--- src/sv/sfe_pkg.sv ---
`default_nettype none

package sfe_pkg;

  // Framing bytes
  localparam logic [7:0] HdrByte  = 8'hAA;
  localparam logic [7:0] TailByte = 8'h55;
  localparam logic [7:0] EscByte  = 8'hA5;

  // CRC-16, reflected form
  localparam logic [15:0] CrcPoly = 16'hA001;
  localparam logic [15:0] CrcInit = 16'hFFFF;

  // Configuration
  localparam int unsigned CfgAddrW        = 3;
  localparam logic        RegIdxMaxOutLen = 1'b0;
  localparam logic [15:0] MaxOutLenReset  = 16'd1024;

  // Queue depths
  localparam int unsigned JobDepthDefault = 4;
  localparam int unsigned OutDepthDefault = 2;

  typedef struct packed {
    logic [7:0] data_byte;
    logic       frame_last;
  } in_item_t;

  typedef struct packed {
    logic [7:0] out_byte;
    logic       run_last;
    logic       frame_end;
    logic       overflow;
  } out_item_t;

  // One classified payload byte handed from front to back
  typedef struct packed {
    logic [7:0]  data_byte;
    logic        esc;
    logic        first;
    logic        last;
    logic [15:0] crc;
  } job_t;

  typedef enum logic [3:0] {
    ST_START,
    ST_HDR1,
    ST_HDR2,
    ST_DESC,
    ST_DATA,
    ST_LESC,
    ST_LO,
    ST_HESC,
    ST_HI,
    ST_TAIL1,
    ST_TAIL2,
    ST_OVF
  } step_e;

  function automatic logic needs_esc(input logic [7:0] b);
    return (b == HdrByte) || (b == TailByte) || (b == EscByte);
  endfunction

endpackage

`default_nettype wire

--- src/sv/sfe_fifo.sv ---
`default_nettype none

module sfe_fifo #(
  parameter int unsigned WIDTH = 8,
  parameter int unsigned DEPTH = 2
) (
  input  wire logic             clk_i,
  input  wire logic             rst_ni,
  input  wire logic             push_i,
  input  wire logic [WIDTH-1:0] data_i,
  output logic                  full_o,
  input  wire logic             pop_i,
  output logic      [WIDTH-1:0] data_o,
  output logic                  empty_o
);

  localparam int unsigned PtrW = (DEPTH > 1) ? $clog2(DEPTH) : 1;
  localparam int unsigned CntW = $clog2(DEPTH + 1);

  logic [WIDTH-1:0] mem [DEPTH];
  logic [PtrW-1:0]  wr_ptr_q, wr_ptr_d, rd_ptr_q, rd_ptr_d;
  logic [CntW-1:0]  cnt_q, cnt_d;
  logic             do_push, do_pop;

  assign full_o  = (cnt_q == CntW'(DEPTH));
  assign empty_o = (cnt_q == '0);
  assign do_push = push_i && !full_o;
  assign do_pop  = pop_i && !empty_o;
  assign data_o  = mem[rd_ptr_q];

  // Advance pointers with wrap at the depth
  always_comb begin
    wr_ptr_d = wr_ptr_q;
    rd_ptr_d = rd_ptr_q;
    cnt_d    = cnt_q;
    if (do_push) begin
      wr_ptr_d = (wr_ptr_q == PtrW'(DEPTH - 1)) ? '0 : wr_ptr_q + 1'b1;
    end
    if (do_pop) begin
      rd_ptr_d = (rd_ptr_q == PtrW'(DEPTH - 1)) ? '0 : rd_ptr_q + 1'b1;
    end
    if (do_push && !do_pop) begin
      cnt_d = cnt_q + 1'b1;
    end else if (do_pop && !do_push) begin
      cnt_d = cnt_q - 1'b1;
    end
  end

  always_ff @(posedge clk_i or negedge rst_ni) begin
    if (!rst_ni) begin
      wr_ptr_q <= '0;
      rd_ptr_q <= '0;
      cnt_q    <= '0;
    end else begin
      wr_ptr_q <= wr_ptr_d;
      rd_ptr_q <= rd_ptr_d;
      cnt_q    <= cnt_d;
    end
  end

  // Store entries
  always_ff @(posedge clk_i) begin
    if (do_push) begin
      mem[wr_ptr_q] <= data_i;
    end
  end

endmodule

`default_nettype wire

--- src/sv/sfe_front.sv ---
`default_nettype none

module sfe_front
  import sfe_pkg::*;
(
  input  wire logic     clk_i,
  input  wire logic     rst_ni,
  input  wire logic     push_i,
  input  wire in_item_t in_item_i,
  output logic          full_o,
  output logic          job_push_o,
  output job_t          job_o,
  input  wire logic     job_full_i
);

  logic        in_frame_q, in_frame_d;
  logic [15:0] crc_q, crc_d;
  logic [15:0] crc_base;
  logic        accept;

  function automatic logic [15:0] crc_byte(input logic [15:0] crc, input logic [7:0] b);
    logic [15:0] c;
    c = crc ^ {8'h00, b};
    for (int k = 0; k < 8; k++) begin
      c = c[0] ? ((c >> 1) ^ CrcPoly) : (c >> 1);
    end
    return c;
  endfunction

  assign full_o = job_full_i;
  assign accept = push_i && !job_full_i;

  // Restart the CRC on the first byte of a frame
  assign crc_base   = in_frame_q ? crc_q : CrcInit;
  assign crc_d      = accept ? crc_byte(crc_base, in_item_i.data_byte) : crc_q;
  assign in_frame_d = accept ? !in_item_i.frame_last : in_frame_q;

  // Classify the byte for the back end
  always_comb begin
    job_o.data_byte = in_item_i.data_byte;
    job_o.esc       = needs_esc(in_item_i.data_byte);
    job_o.first     = !in_frame_q;
    job_o.last      = in_item_i.frame_last;
    job_o.crc       = crc_byte(crc_base, in_item_i.data_byte);
  end
  assign job_push_o = accept;

  always_ff @(posedge clk_i or negedge rst_ni) begin
    if (!rst_ni) begin
      in_frame_q <= 1'b0;
      crc_q      <= CrcInit;
    end else begin
      in_frame_q <= in_frame_d;
      crc_q      <= crc_d;
    end
  end

endmodule

`default_nettype wire

--- src/sv/sfe_back.sv ---
`default_nettype none

module sfe_back
  import sfe_pkg::*;
(
  input  wire logic        clk_i,
  input  wire logic        rst_ni,
  input  wire job_t        job_i,
  input  wire logic        job_valid_i,
  output logic             job_pop_o,
  input  wire logic [15:0] max_out_len_i,
  input  wire logic        out_ready_i,
  output logic             out_push_o,
  output out_item_t        out_item_o
);

  step_e       step_q, step_d;
  step_e       eff_step, init_step, nom_step;
  logic        nom_end;
  logic [15:0] count_q, count_d;
  logic        ovf_q, ovf_d;
  logic        go, room, tail_room, more_room;
  logic [16:0] cnt_p1, cnt_p2;
  logic [7:0]  step_byte;

  assign go        = job_valid_i && out_ready_i;
  assign cnt_p1    = {1'b0, count_q} + 17'd1;
  assign cnt_p2    = {1'b0, count_q} + 17'd2;
  assign room      = !ovf_q && (count_q < max_out_len_i);
  assign tail_room = room && (cnt_p2 <= {1'b0, max_out_len_i});
  assign more_room = cnt_p1 < {1'b0, max_out_len_i};

  // Pick the first step of a fresh job
  assign init_step = job_i.first ? ST_HDR1 : (job_i.esc ? ST_DESC : ST_DATA);
  assign eff_step  = (step_q == ST_START) ? init_step : step_q;

  // Nominal sequence when nothing is suppressed
  always_comb begin
    nom_step = ST_START;
    nom_end  = 1'b0;
    unique case (eff_step)
      ST_HDR1:  nom_step = ST_HDR2;
      ST_HDR2:  nom_step = job_i.esc ? ST_DESC : ST_DATA;
      ST_DESC:  nom_step = ST_DATA;
      ST_DATA: begin
        if (job_i.last) begin
          nom_step = needs_esc(job_i.crc[7:0]) ? ST_LESC : ST_LO;
        end else begin
          nom_end = 1'b1;
        end
      end
      ST_LESC:  nom_step = ST_LO;
      ST_LO:    nom_step = needs_esc(job_i.crc[15:8]) ? ST_HESC : ST_HI;
      ST_HESC:  nom_step = ST_HI;
      ST_HI:    nom_step = ST_TAIL1;
      ST_TAIL1: nom_step = ST_TAIL2;
      default:  nom_end = 1'b1;
    endcase
  end

  // Byte carried by each step
  always_comb begin
    case (eff_step) inside
      ST_HDR1, ST_HDR2:          step_byte = HdrByte;
      ST_DESC, ST_LESC, ST_HESC: step_byte = EscByte;
      ST_DATA:                   step_byte = job_i.data_byte;
      ST_LO:                     step_byte = job_i.crc[7:0];
      ST_HI:                     step_byte = job_i.crc[15:8];
      ST_TAIL1, ST_TAIL2:        step_byte = TailByte;
      default:                   step_byte = 8'h00;
    endcase
  end

  // Next step, byte count and overflow flag
  always_comb begin
    step_d  = step_q;
    count_d = count_q;
    ovf_d   = ovf_q;
    if (go) begin
      unique case (eff_step) inside
        ST_HDR1, ST_HDR2, ST_DESC, ST_DATA, ST_LESC, ST_LO, ST_HESC, ST_HI: begin
          if (room) begin
            count_d = count_q + 16'd1;
            step_d  = nom_end ? ST_START : nom_step;
          end else begin
            ovf_d  = 1'b1;
            step_d = job_i.last ? ST_OVF : ST_START;
          end
        end
        ST_TAIL1: begin
          if (tail_room) begin
            count_d = 16'(cnt_p2);
            step_d  = ST_TAIL2;
          end else begin
            ovf_d  = 1'b1;
            step_d = ST_OVF;
          end
        end
        ST_TAIL2, ST_OVF: begin
          step_d  = ST_START;
          count_d = '0;
          ovf_d   = 1'b0;
        end
        default: step_d = ST_START;
      endcase
    end
  end

  // Result and queue pop for this step
  always_comb begin
    out_push_o = 1'b0;
    job_pop_o  = 1'b0;
    out_item_o = '{out_byte: step_byte, run_last: 1'b0, frame_end: 1'b0, overflow: 1'b0};
    if (go) begin
      unique case (eff_step) inside
        ST_HDR1, ST_HDR2, ST_DESC, ST_DATA, ST_LESC, ST_LO, ST_HESC, ST_HI: begin
          if (room) begin
            out_push_o          = 1'b1;
            out_item_o.run_last = !job_i.last && (nom_end || !more_room);
            job_pop_o           = nom_end;
          end else begin
            job_pop_o = !job_i.last;
          end
        end
        ST_TAIL1: out_push_o = tail_room;
        ST_TAIL2: begin
          out_push_o           = 1'b1;
          out_item_o.run_last  = 1'b1;
          out_item_o.frame_end = 1'b1;
          job_pop_o            = 1'b1;
        end
        ST_OVF: begin
          out_push_o           = 1'b1;
          out_item_o.out_byte  = 8'h00;
          out_item_o.run_last  = 1'b1;
          out_item_o.frame_end = 1'b1;
          out_item_o.overflow  = 1'b1;
          job_pop_o            = 1'b1;
        end
        default: ;
      endcase
    end
  end

  always_ff @(posedge clk_i or negedge rst_ni) begin
    if (!rst_ni) begin
      step_q  <= ST_START;
      count_q <= '0;
      ovf_q   <= 1'b0;
    end else begin
      step_q  <= step_d;
      count_q <= count_d;
      ovf_q   <= ovf_d;
    end
  end

endmodule

`default_nettype wire

--- src/sv/stuffed_frame_encoder_crc16_unit.sv ---
// Byte-stuffed frame encoder with CRC-16 (reflected 0xA001, init 0xFFFF). Push payload
// bytes with frame_last on the final one; pop encoded bytes: two 0xAA headers, payload
// with 0xA5 escapes ahead of 0xAA/0x55/0xA5, escaped CRC low and high, then 0x55 0x55.
// A frame that would exceed max_out_len (APB register at address 0) is cut short and
// closes with one overflow result. The front stage takes one byte per cycle while the job
// queue has room, updates the CRC and classifies the byte into that queue; the back
// sequencer turns each job into one encoded byte per cycle while the result queue has
// room, and holds each job until it is done. A job yields 1 or 2 bytes in the body of a
// frame, up to 4 on its first byte and up to 10 on its last. The step at which a frame is
// cut short yields no byte, and a non-final byte that arrives after the cut is dropped
// and yields nothing.
`default_nettype none

module stuffed_frame_encoder_crc16_unit
  import sfe_pkg::*;
#(
  parameter int unsigned JOB_DEPTH = JobDepthDefault,
  parameter int unsigned OUT_DEPTH = OutDepthDefault
) (
  input  wire logic                clk_i,
  input  wire logic                rst_ni,
  // input queue side
  input  wire logic                push,
  output logic                     full,
  input  wire in_item_t            in_data_i,
  // result queue side
  output logic                     empty,
  input  wire logic                pop,
  output out_item_t                out_data_o,
  // configuration
  input  wire logic                psel,
  input  wire logic                penable,
  input  wire logic                pwrite,
  input  wire logic [CfgAddrW-1:0] paddr,
  input  wire logic [31:0]         pwdata,
  output logic      [31:0]         prdata,
  output logic                     pready
);

  logic        max_len_we;
  logic [15:0] max_out_len_q;
  job_t        job_in, job_out;
  logic        job_push, job_full, job_pop, job_empty;
  logic        out_push, out_full;
  out_item_t   out_item;

  // Configuration register
  assign pready     = 1'b1;
  assign max_len_we = psel && penable && pwrite && (paddr[2] == RegIdxMaxOutLen);
  assign prdata     = (paddr[2] == RegIdxMaxOutLen) ? {16'h0000, max_out_len_q} : 32'h0;

  always_ff @(posedge clk_i or negedge rst_ni) begin
    if (!rst_ni) begin
      max_out_len_q <= MaxOutLenReset;
    end else if (max_len_we) begin
      max_out_len_q <= pwdata[15:0];
    end
  end

  sfe_front u_front (
    .clk_i      (clk_i),
    .rst_ni     (rst_ni),
    .push_i     (push),
    .in_item_i  (in_data_i),
    .full_o     (full),
    .job_push_o (job_push),
    .job_o      (job_in),
    .job_full_i (job_full)
  );

  sfe_fifo #(
    .WIDTH ($bits(job_t)),
    .DEPTH (JOB_DEPTH)
  ) u_job_q (
    .clk_i   (clk_i),
    .rst_ni  (rst_ni),
    .push_i  (job_push),
    .data_i  (job_in),
    .full_o  (job_full),
    .pop_i   (job_pop),
    .data_o  (job_out),
    .empty_o (job_empty)
  );

  sfe_back u_back (
    .clk_i         (clk_i),
    .rst_ni        (rst_ni),
    .job_i         (job_out),
    .job_valid_i   (!job_empty),
    .job_pop_o     (job_pop),
    .max_out_len_i (max_out_len_q),
    .out_ready_i   (!out_full),
    .out_push_o    (out_push),
    .out_item_o    (out_item)
  );

  sfe_fifo #(
    .WIDTH ($bits(out_item_t)),
    .DEPTH (OUT_DEPTH)
  ) u_out_q (
    .clk_i   (clk_i),
    .rst_ni  (rst_ni),
    .push_i  (out_push),
    .data_i  (out_item),
    .full_o  (out_full),
    .pop_i   (pop),
    .data_o  (out_data_o),
    .empty_o (empty)
  );

endmodule

`default_nettype wire

--- config.mk ---
export PLATFORM = sky130hd
export DESIGN_NAME = stuffed_frame_encoder_crc16_unit
export DESIGN_NICKNAME = d
export VERILOG_FILES = /design/src/sv/sfe_pkg.sv /design/src/sv/sfe_fifo.sv /design/src/sv/sfe_front.sv /design/src/sv/sfe_back.sv /design/src/sv/stuffed_frame_encoder_crc16_unit.sv
export SDC_FILE = /design/constraint.sdc
export NUM_CORES = 1
export LEC_CHECK = 0
export BUFFER_PORTS_ARGS = -buffer_cell sky130_fd_sc_hd__buf_4
export CAP_MARGIN = 20
export CELL_PAD_IN_SITES_DETAIL_PLACEMENT = 0
export CELL_PAD_IN_SITES_GLOBAL_PLACEMENT = 1
export CORE_MARGIN = 10
export CORE_UTILIZATION = 36
export DETAILED_ROUTE_END_ITERATION = 12
export PLACE_DENSITY_LB_ADDON = 0.1
export SLEW_MARGIN = 20
export SYNTH_ARGS = -nofsm -noshare
export SYNTH_HDL_FRONTEND = slang
export SYNTH_SLANG_ARGS = --single-unit
--- constraint.sdc ---
create_clock -name clk_i -period 5.4 [get_ports clk_i]
set_input_delay 1.08 -clock clk_i [delete_from_list [all_inputs] [get_ports clk_i]]
set_output_delay 1.08 -clock clk_i [all_outputs]
set_load 0.1 [all_outputs]
==> flow_summary.toml, run 1 <==
[clocking]
ctsResizeCount = 0
numCtsBuffers = 17
cts_setup_buffers = 0
htreeDepth = 4
cts_hold_buffers = 0
clk-insertion-delay-late_ps = 440
path_clk_slew_ps = 80
ctsRootBufferMaster = "clkbuf_16"
cts_tree = "yes"
cts_sinks = 195
clockBufferDepth = 2

[route]
dr.pass1.iters = 4
wl_per_cell_um = 20.2
vias_per_cell = 5.19
routed_wl_um = 26500
drc = 0
drt_iter0_drc = 399
vias = 6824
ant_nets = 0

[grt]
grt_max_degree = 66
gr-usage-all-layers = 0.146
antenna_found_initial = 0
grt_pass1_wl_um = 41500
grt_pass1_vias = 6808
grt_overflow = 0

[synthesis]
syn_inst = 869
synth_edf_count = 130
seq_area_frac_synth = 0.523
yosysWarnings = 0
yosys_register_bits = 195
ys_async_sr_fraction = 0.333
avgSynthCellArea_um2 = 12.2
syn_area_mm2 = 0.0106
ys.flop_type = "edfxtp_1"
synth_cell_types = 80

[floorplan]
core_mm2 = 0.0289
die_w_um = 192
die_area_mm2 = 0.0368
io_pins = 97
start_util = 0.367
num_rows = 62
die_h_um = 192

[placement]
hpwl_um = 18600
gp_congestion = 0.751
portBuffers = 61

[final_layout]
nets = 1025
syn2layout_area_growth_pct = 12.9
layout-drive-gt1-share = 0.226
n_antenna_cell = 0
fillers = 2739

[sta]
hold_viol = 0
slew_headroom = 0.322
period_share = 0.858
max_freq_mhz = 216
fin_skew_ps = 14.3
rsz0062_at_grt = "no"
setup_tns_ps = 0
period_needed_ps = 4640
finalMaxSlewViolations = 0
setup_viol = 0
tightest_slew_ps = 1010

[worst_setup_path]
crit_arrival_ps = 4710
max_stage_delay_ps = 520
crit_path_start_kind = "register"
cp_cell_sequence = "ha_1, and3_1, nand3_1, nor2_1, xor2_1, ha_1, and3_4, a221o_1, a31oi_1, o21ai_1, a2111oi_4, nor2_2, nand2_1, and2_1"
critPathKind = "register to register"
crit_path_end_kind = "register"
crit_fanout = 11
crit_top_cell = "ha_1"
slowest_stage = "and2_1"
critPathRequiredTime_ps = 5470

[power]
p_leak_uw = 0.00468
ir_drop_uv = 381
powerDensity_mw_per_mm2 = 644
p_total_uw = 7720

[flow_run]
drv_cap = 0

[min_path]
min_path_type = "register to register"

[status]
status = "completed"
power breakdown:
part	total, uW	internal (uW)	switching, uW
Combinational	3700	1290	2410
Sequential	2710	2350	363
Clock	1310	633	676
Total	7720	4270	3450
cells in the final DEF (no fill, tap or decap), drive strengths merged, types with 9 or more instances in the layout:
master,instances
a21o,9
nor2,67
nor4bb,9
mux4,27
ha,56
edfxtp,130
xnor2,47
mux2,36
nor3,13
xor2,20
clkbuf,18
o21ai,34
nand3,22
dfrtp,48
a21oi,41
buf,73
nand2,68
o22ai,9
dfstp,17
inv,42
and2,11
conb,17
cells by family (layout without fill, tap and decap cells):
group                    Yosys count  count (layout)  share of synthesized area
AO/OA/AOI/OAI                    148             148                     0.0935
XOR/XNOR                          67              67                     0.0574
adder cells (fa/ha/maj)           57              57                     0.0679
buffers and inverters             95             141                     0.0435
flip-flops                       195             195                      0.523
multiplexers                      64              64                     0.0968
other                              2              17                   0.000708
AND/OR/NAND/NOR                  241             241                      0.117
critical path: cells and delay by family, from the launching register on:
family,cells,cell delay [ps]
compound gates,4,1180
xor+xnor,1,240
fa+ha+maj,2,580
flops,1,480
simple gates,7,1790
layout make-up:
class	instances	area [um2]	share of cell area
flip-flops and latches	195	5550	0.463
multi-input cells	594	4660	0.389
repair buffers	73	552	0.0460
well taps	384	480	0.0401
clock buffers	18	429	0.0358
clock inverters	14	174	0.0145
inverters	36	135	0.0113
Yosys cell counts (3+ instances only):
cell | count | area (um2)
nor2b_1 | 4 | 25.0
a21oi_1 | 41 | 205
a211oi_1 | 4 | 30.0
xnor2_2 | 3 | 48.8
or3_1 | 4 | 25.0
xnor2_1 | 44 | 385
and2_1 | 9 | 56.3
mux2_2 | 35 | 394
o221ai_1 | 3 | 26.3
o22ai_1 | 9 | 56.3
nor2_1 | 63 | 236
and3_1 | 5 | 31.3
o21ai_1 | 10 | 50.1
ha_1 | 56 | 701
xor2_1 | 20 | 175
o21ai_0 | 24 | 120
or2b_1 | 6 | 45.0
a22oi_1 | 8 | 60.1
nand2_1 | 68 | 255
nand3_1 | 22 | 110
inv_2 | 3 | 11.3
or4_1 | 4 | 30.0
clkbuf_1 | 25 | 93.8
nand2b_1 | 7 | 43.8
nor3_1 | 11 | 55.1
nor4bb_1 | 9 | 90.1
nand4_1 | 7 | 43.8
dfstp_2 | 17 | 447
mux4_2 | 27 | 608
edfxtp_1 | 130 | 3900
o211ai_1 | 7 | 52.6
buf_2 | 9 | 45.0
a21o_1 | 9 | 67.6
dfrtp_1 | 48 | 1200
buf_4 | 21 | 158
inv_1 | 32 | 120
nor4_1 | 4 | 25.0
a31oi_1 | 3 | 18.8
o32ai_1 | 4 | 35.0
per-stage QoR:
| step | area, um2 | util | std cells | worst slack [ps] | hold slack (ps) |
|---|---|---|---|---|---|
| 2_1_floorplan | 10700 | - | 884 | 688 | 437 |
| 3_3_place_gp | 11400 | 0.393 | 1281 | 832 | 446 |
| 3_5_place_dp | 11400 | 0.393 | 1282 | 761 | 453 |
| 4_1_cts | 12000 | 0.414 | 1314 | 720 | 465 |
| 5_1_grt | 12000 | 0.414 | 1314 | 456 | 482 |
| 6_report | 12000 | 0.414 | 1314 | 764 | 464 |
final timing paths:
kind / to / slack [ps] / depth (start not counted) / start
worst max-delay path: u_out_q.mem[1][0]$_DFFE_PP_ / 760 / 14 / u_back.count_q[1]$_DFFE_PN0P_
worst min-delay path: u_front.crc_q[9]$_DFFE_PN1P_ / 460 / 2 / u_front.crc_q[9]$_DFFE_PN1P_
worst max register to register: u_out_q.mem[1][0]$_DFFE_PP_ / 760 / 14 / u_back.count_q[1]$_DFFE_PN0P_
worst min register to register: u_front.crc_q[9]$_DFFE_PN1P_ / 460 / 2 / u_front.crc_q[9]$_DFFE_PN1P_
max in group asynchronous: u_job_q.rd_ptr_q[0]$_DFFE_PN0P_ / 3950 / 1 / rst_ni
min in group asynchronous: max_out_len_q[12]$_DFFE_PN0P_ / 730 / 1 / rst_ni
registers in the layout (all words and copies together), names as in the netlist:
signal	flops
u_front.in_frame_q	1
u_job_q.cnt_q	3
u_front.crc_q	16
u_out_q.mem	22
u_out_q.cnt_q	2
u_out_q.rd_ptr_q	1
u_out_q.wr_ptr_q	1
max_out_len_q	16
u_job_q.rd_ptr_q	2
u_back.step_q	4
u_job_q.wr_ptr_q	2
u_back.ovf_q	1
u_back.count_q	16
u_job_q.mem	108
metal layers:
layer  up-vias  GRT usage  part of all wire  routed length [um]
met3        15     0.0225             0.038                 997
met4         0     0.0331            0.0085                 225
met5         -          0                 0                   0
met2       126      0.212              0.43               11500
met1      3409      0.222              0.52               13800
li1       3274          -                 -                   -
(Power assumes the default switching activity.)
==> inputs of run 2 (changes only) <==
- CTS_BUF_LIST: not set -> sky130_fd_sc_hd__clkbuf_4
==> run 2 against run 1 <==
Count of clock-buffer cells in the layout did not move. Wire length fell by 0.38%. Utilization fell by 1.0 points. Cell area fell by 2.4%. Total power fell by 6.1%. Flip-flop and latch count did not move. Sequential power barely moved. Sequential share of layout area rose by 1.2 points. Non-clock buffer count did not move. Fmax fell by 0.71%. Setup slack got worse by 33 ps. Critical path type unchanged. Largest cell class unchanged. Largest power group unchanged.
==> flow_summary.toml, run 2 (synthesis gave the netlist of run 1 again) <==
[status]
status = "completed"

[placement]
gp_congestion = 0.751
hpwl_um = 18600
portBuffers = 61

[sta]
fin_skew_ps = 35.3
max_freq_mhz = 214
setup_tns_ps = 0
period_share = 0.865
tightest_slew_ps = 1030
setup_viol = 0
hold_viol = 0
period_needed_ps = 4670
rsz0062_at_grt = "no"
finalMaxSlewViolations = 0
slew_headroom = 0.311

[power]
ir_drop_uv = 382
p_leak_uw = 0.00456
powerDensity_mw_per_mm2 = 620
p_total_uw = 7240

[worst_setup_path]
crit_arrival_ps = 4910
max_stage_delay_ps = 520
cp_cell_sequence = "ha_1, and3_1, nand3_1, nor2_1, xor2_1, ha_1, and3_4, a221o_1, a31oi_1, o21ai_1, a2111oi_4, nor2_2, nand2_1, and2_1"
critPathKind = "register to register"
slowest_stage = "dfrtp_1"
crit_path_start_kind = "register"
critPathRequiredTime_ps = 5640
rrSetupSlack_ps = 730
crit_fanout = 11
crit_path_end_kind = "register"
crit_top_cell = "ha_1"

[min_path]
min_path_type = "register to register"

[clocking]
clk-insertion-delay-late_ps = 600
ctsRootBufferMaster = "clkbuf_4"
htreeDepth = 4
ctsResizeCount = 0
cts_sinks = 195
clockBufferDepth = 2
numCtsBuffers = 17
cts_setup_buffers = 0
cts_tree = "yes"
cts_hold_buffers = 0
path_clk_slew_ps = 190

[floorplan]
core_mm2 = 0.0289
io_pins = 97
start_util = 0.367
num_rows = 62
die_area_mm2 = 0.0368
die_h_um = 192
die_w_um = 192

[grt]
grt_pass1_wl_um = 41300
grt_pass1_vias = 6793
grt_overflow = 0
gr-usage-all-layers = 0.145
antenna_found_initial = 1
grt_max_degree = 66

[route]
drt_iter0_drc = 383
wl_per_cell_um = 20.1
dr.pass1.iters = 4
ant_nets = 0
vias = 6792
routed_wl_um = 26400
drc = 0
vias_per_cell = 5.17

[final_layout]
layout_common_cells = "edfxtp_1 (130), buf_4 (72), nand2_1 (68), nor2_1 (63), ha_1 (56)"
syn2layout_area_growth_pct = 10.2
multi_input_area_mm2 = 0.00466
fillers = 2780
layout_commonest_cell = "edfxtp_1"
reg_top3 = "u_job_q.mem (108), u_out_q.mem (22)"
layout-drive-gt1-share = 0.227
seq_area_mm2 = 0.00555
nets = 1025
top_register = "u_job_q.mem"
largest_reg_flops = 108

[flow_run]
drv_cap = 0
[run 2: changes by cell type in the layout (fill, tap and decap cells not counted)]
cell / before / now
clkbuf_1: 1 / 0
diode_2: 0 / 1
clkbuf_4: 0 / 18
clkbuf_16: 17 / 0
[run 2: stage by stage]
step,util,hold slack (ps),setup slack (ps),area (um2),cells
after floorplan,-,437,688,10700,884
after global placement,0.393,446,832,11400,1281
after detailed placement,0.393,453,761,11400,1282
after CTS,0.404,476,712,11700,1314
after global routing,0.404,496,438,11700,1315
final,0.404,474,731,11700,1315
[run 2: area by class of cell]
type | count | share of cell area
well taps | 384 | 0.0411
multi-input cells | 594 | 0.399
inverters | 36 | 0.0116
diodes | 1 | 0.000214
clock inverters | 14 | 0.0149
repair buffers | 73 | 0.0472
flip-flops and latches | 195 | 0.475
clock buffers | 18 | 0.0116
[run 2: power by group]
group / total [uW] / internal (uW) / switching, uW
clock network: 845 / 229 / 617
registers: 2710 / 2340 / 365
logic: 3690 / 1290 / 2400
total: 7240 / 3860 / 3380
[run 2: critical path, delay by kind of cell, from the launching register on]
family / cells / cell delay [ps]
DFF: 1 / 520
xor gates and xnor gates: 1 / 240
adders and majority gates: 2 / 580
and+or+nand+nor: 7 / 1770
AOI/OAI and AO/OA: 4 / 1200
[run 2: metal layers]
| metal | GRT usage | part of all wire | vias up |
|---|---|---|---|
| li1 | - | - | 3273 |
| met5 | 0 | 0 | - |
| met4 | 0.0328 | 0.0079 | 0 |
| met3 | 0.0203 | 0.041 | 14 |
| met2 | 0.211 | 0.43 | 125 |
| met1 | 0.223 | 0.52 | 3380 |
[run 2: path summary, 6_finish.rpt]
| check | startpoint | endpoint | depth (start not counted) |
|---|---|---|---|
| setup / recovery | u_back.count_q[1]$_DFFE_PN0P_ | u_out_q.mem[1][10]$_DFFE_PP_ | 14 |
| hold / removal | u_front.crc_q[9]$_DFFE_PN1P_ | u_front.crc_q[9]$_DFFE_PN1P_ | 2 |
| setup reg to reg | u_back.count_q[1]$_DFFE_PN0P_ | u_out_q.mem[1][10]$_DFFE_PP_ | 14 |
| hold reg to reg | u_front.crc_q[9]$_DFFE_PN1P_ | u_front.crc_q[9]$_DFFE_PN1P_ | 2 |
| max in group asynchronous | rst_ni | u_job_q.rd_ptr_q[0]$_DFFE_PN0P_ | 1 |
| min in group asynchronous | rst_ni | max_out_len_q[9]$_DFFE_PN0P_ | 1 |
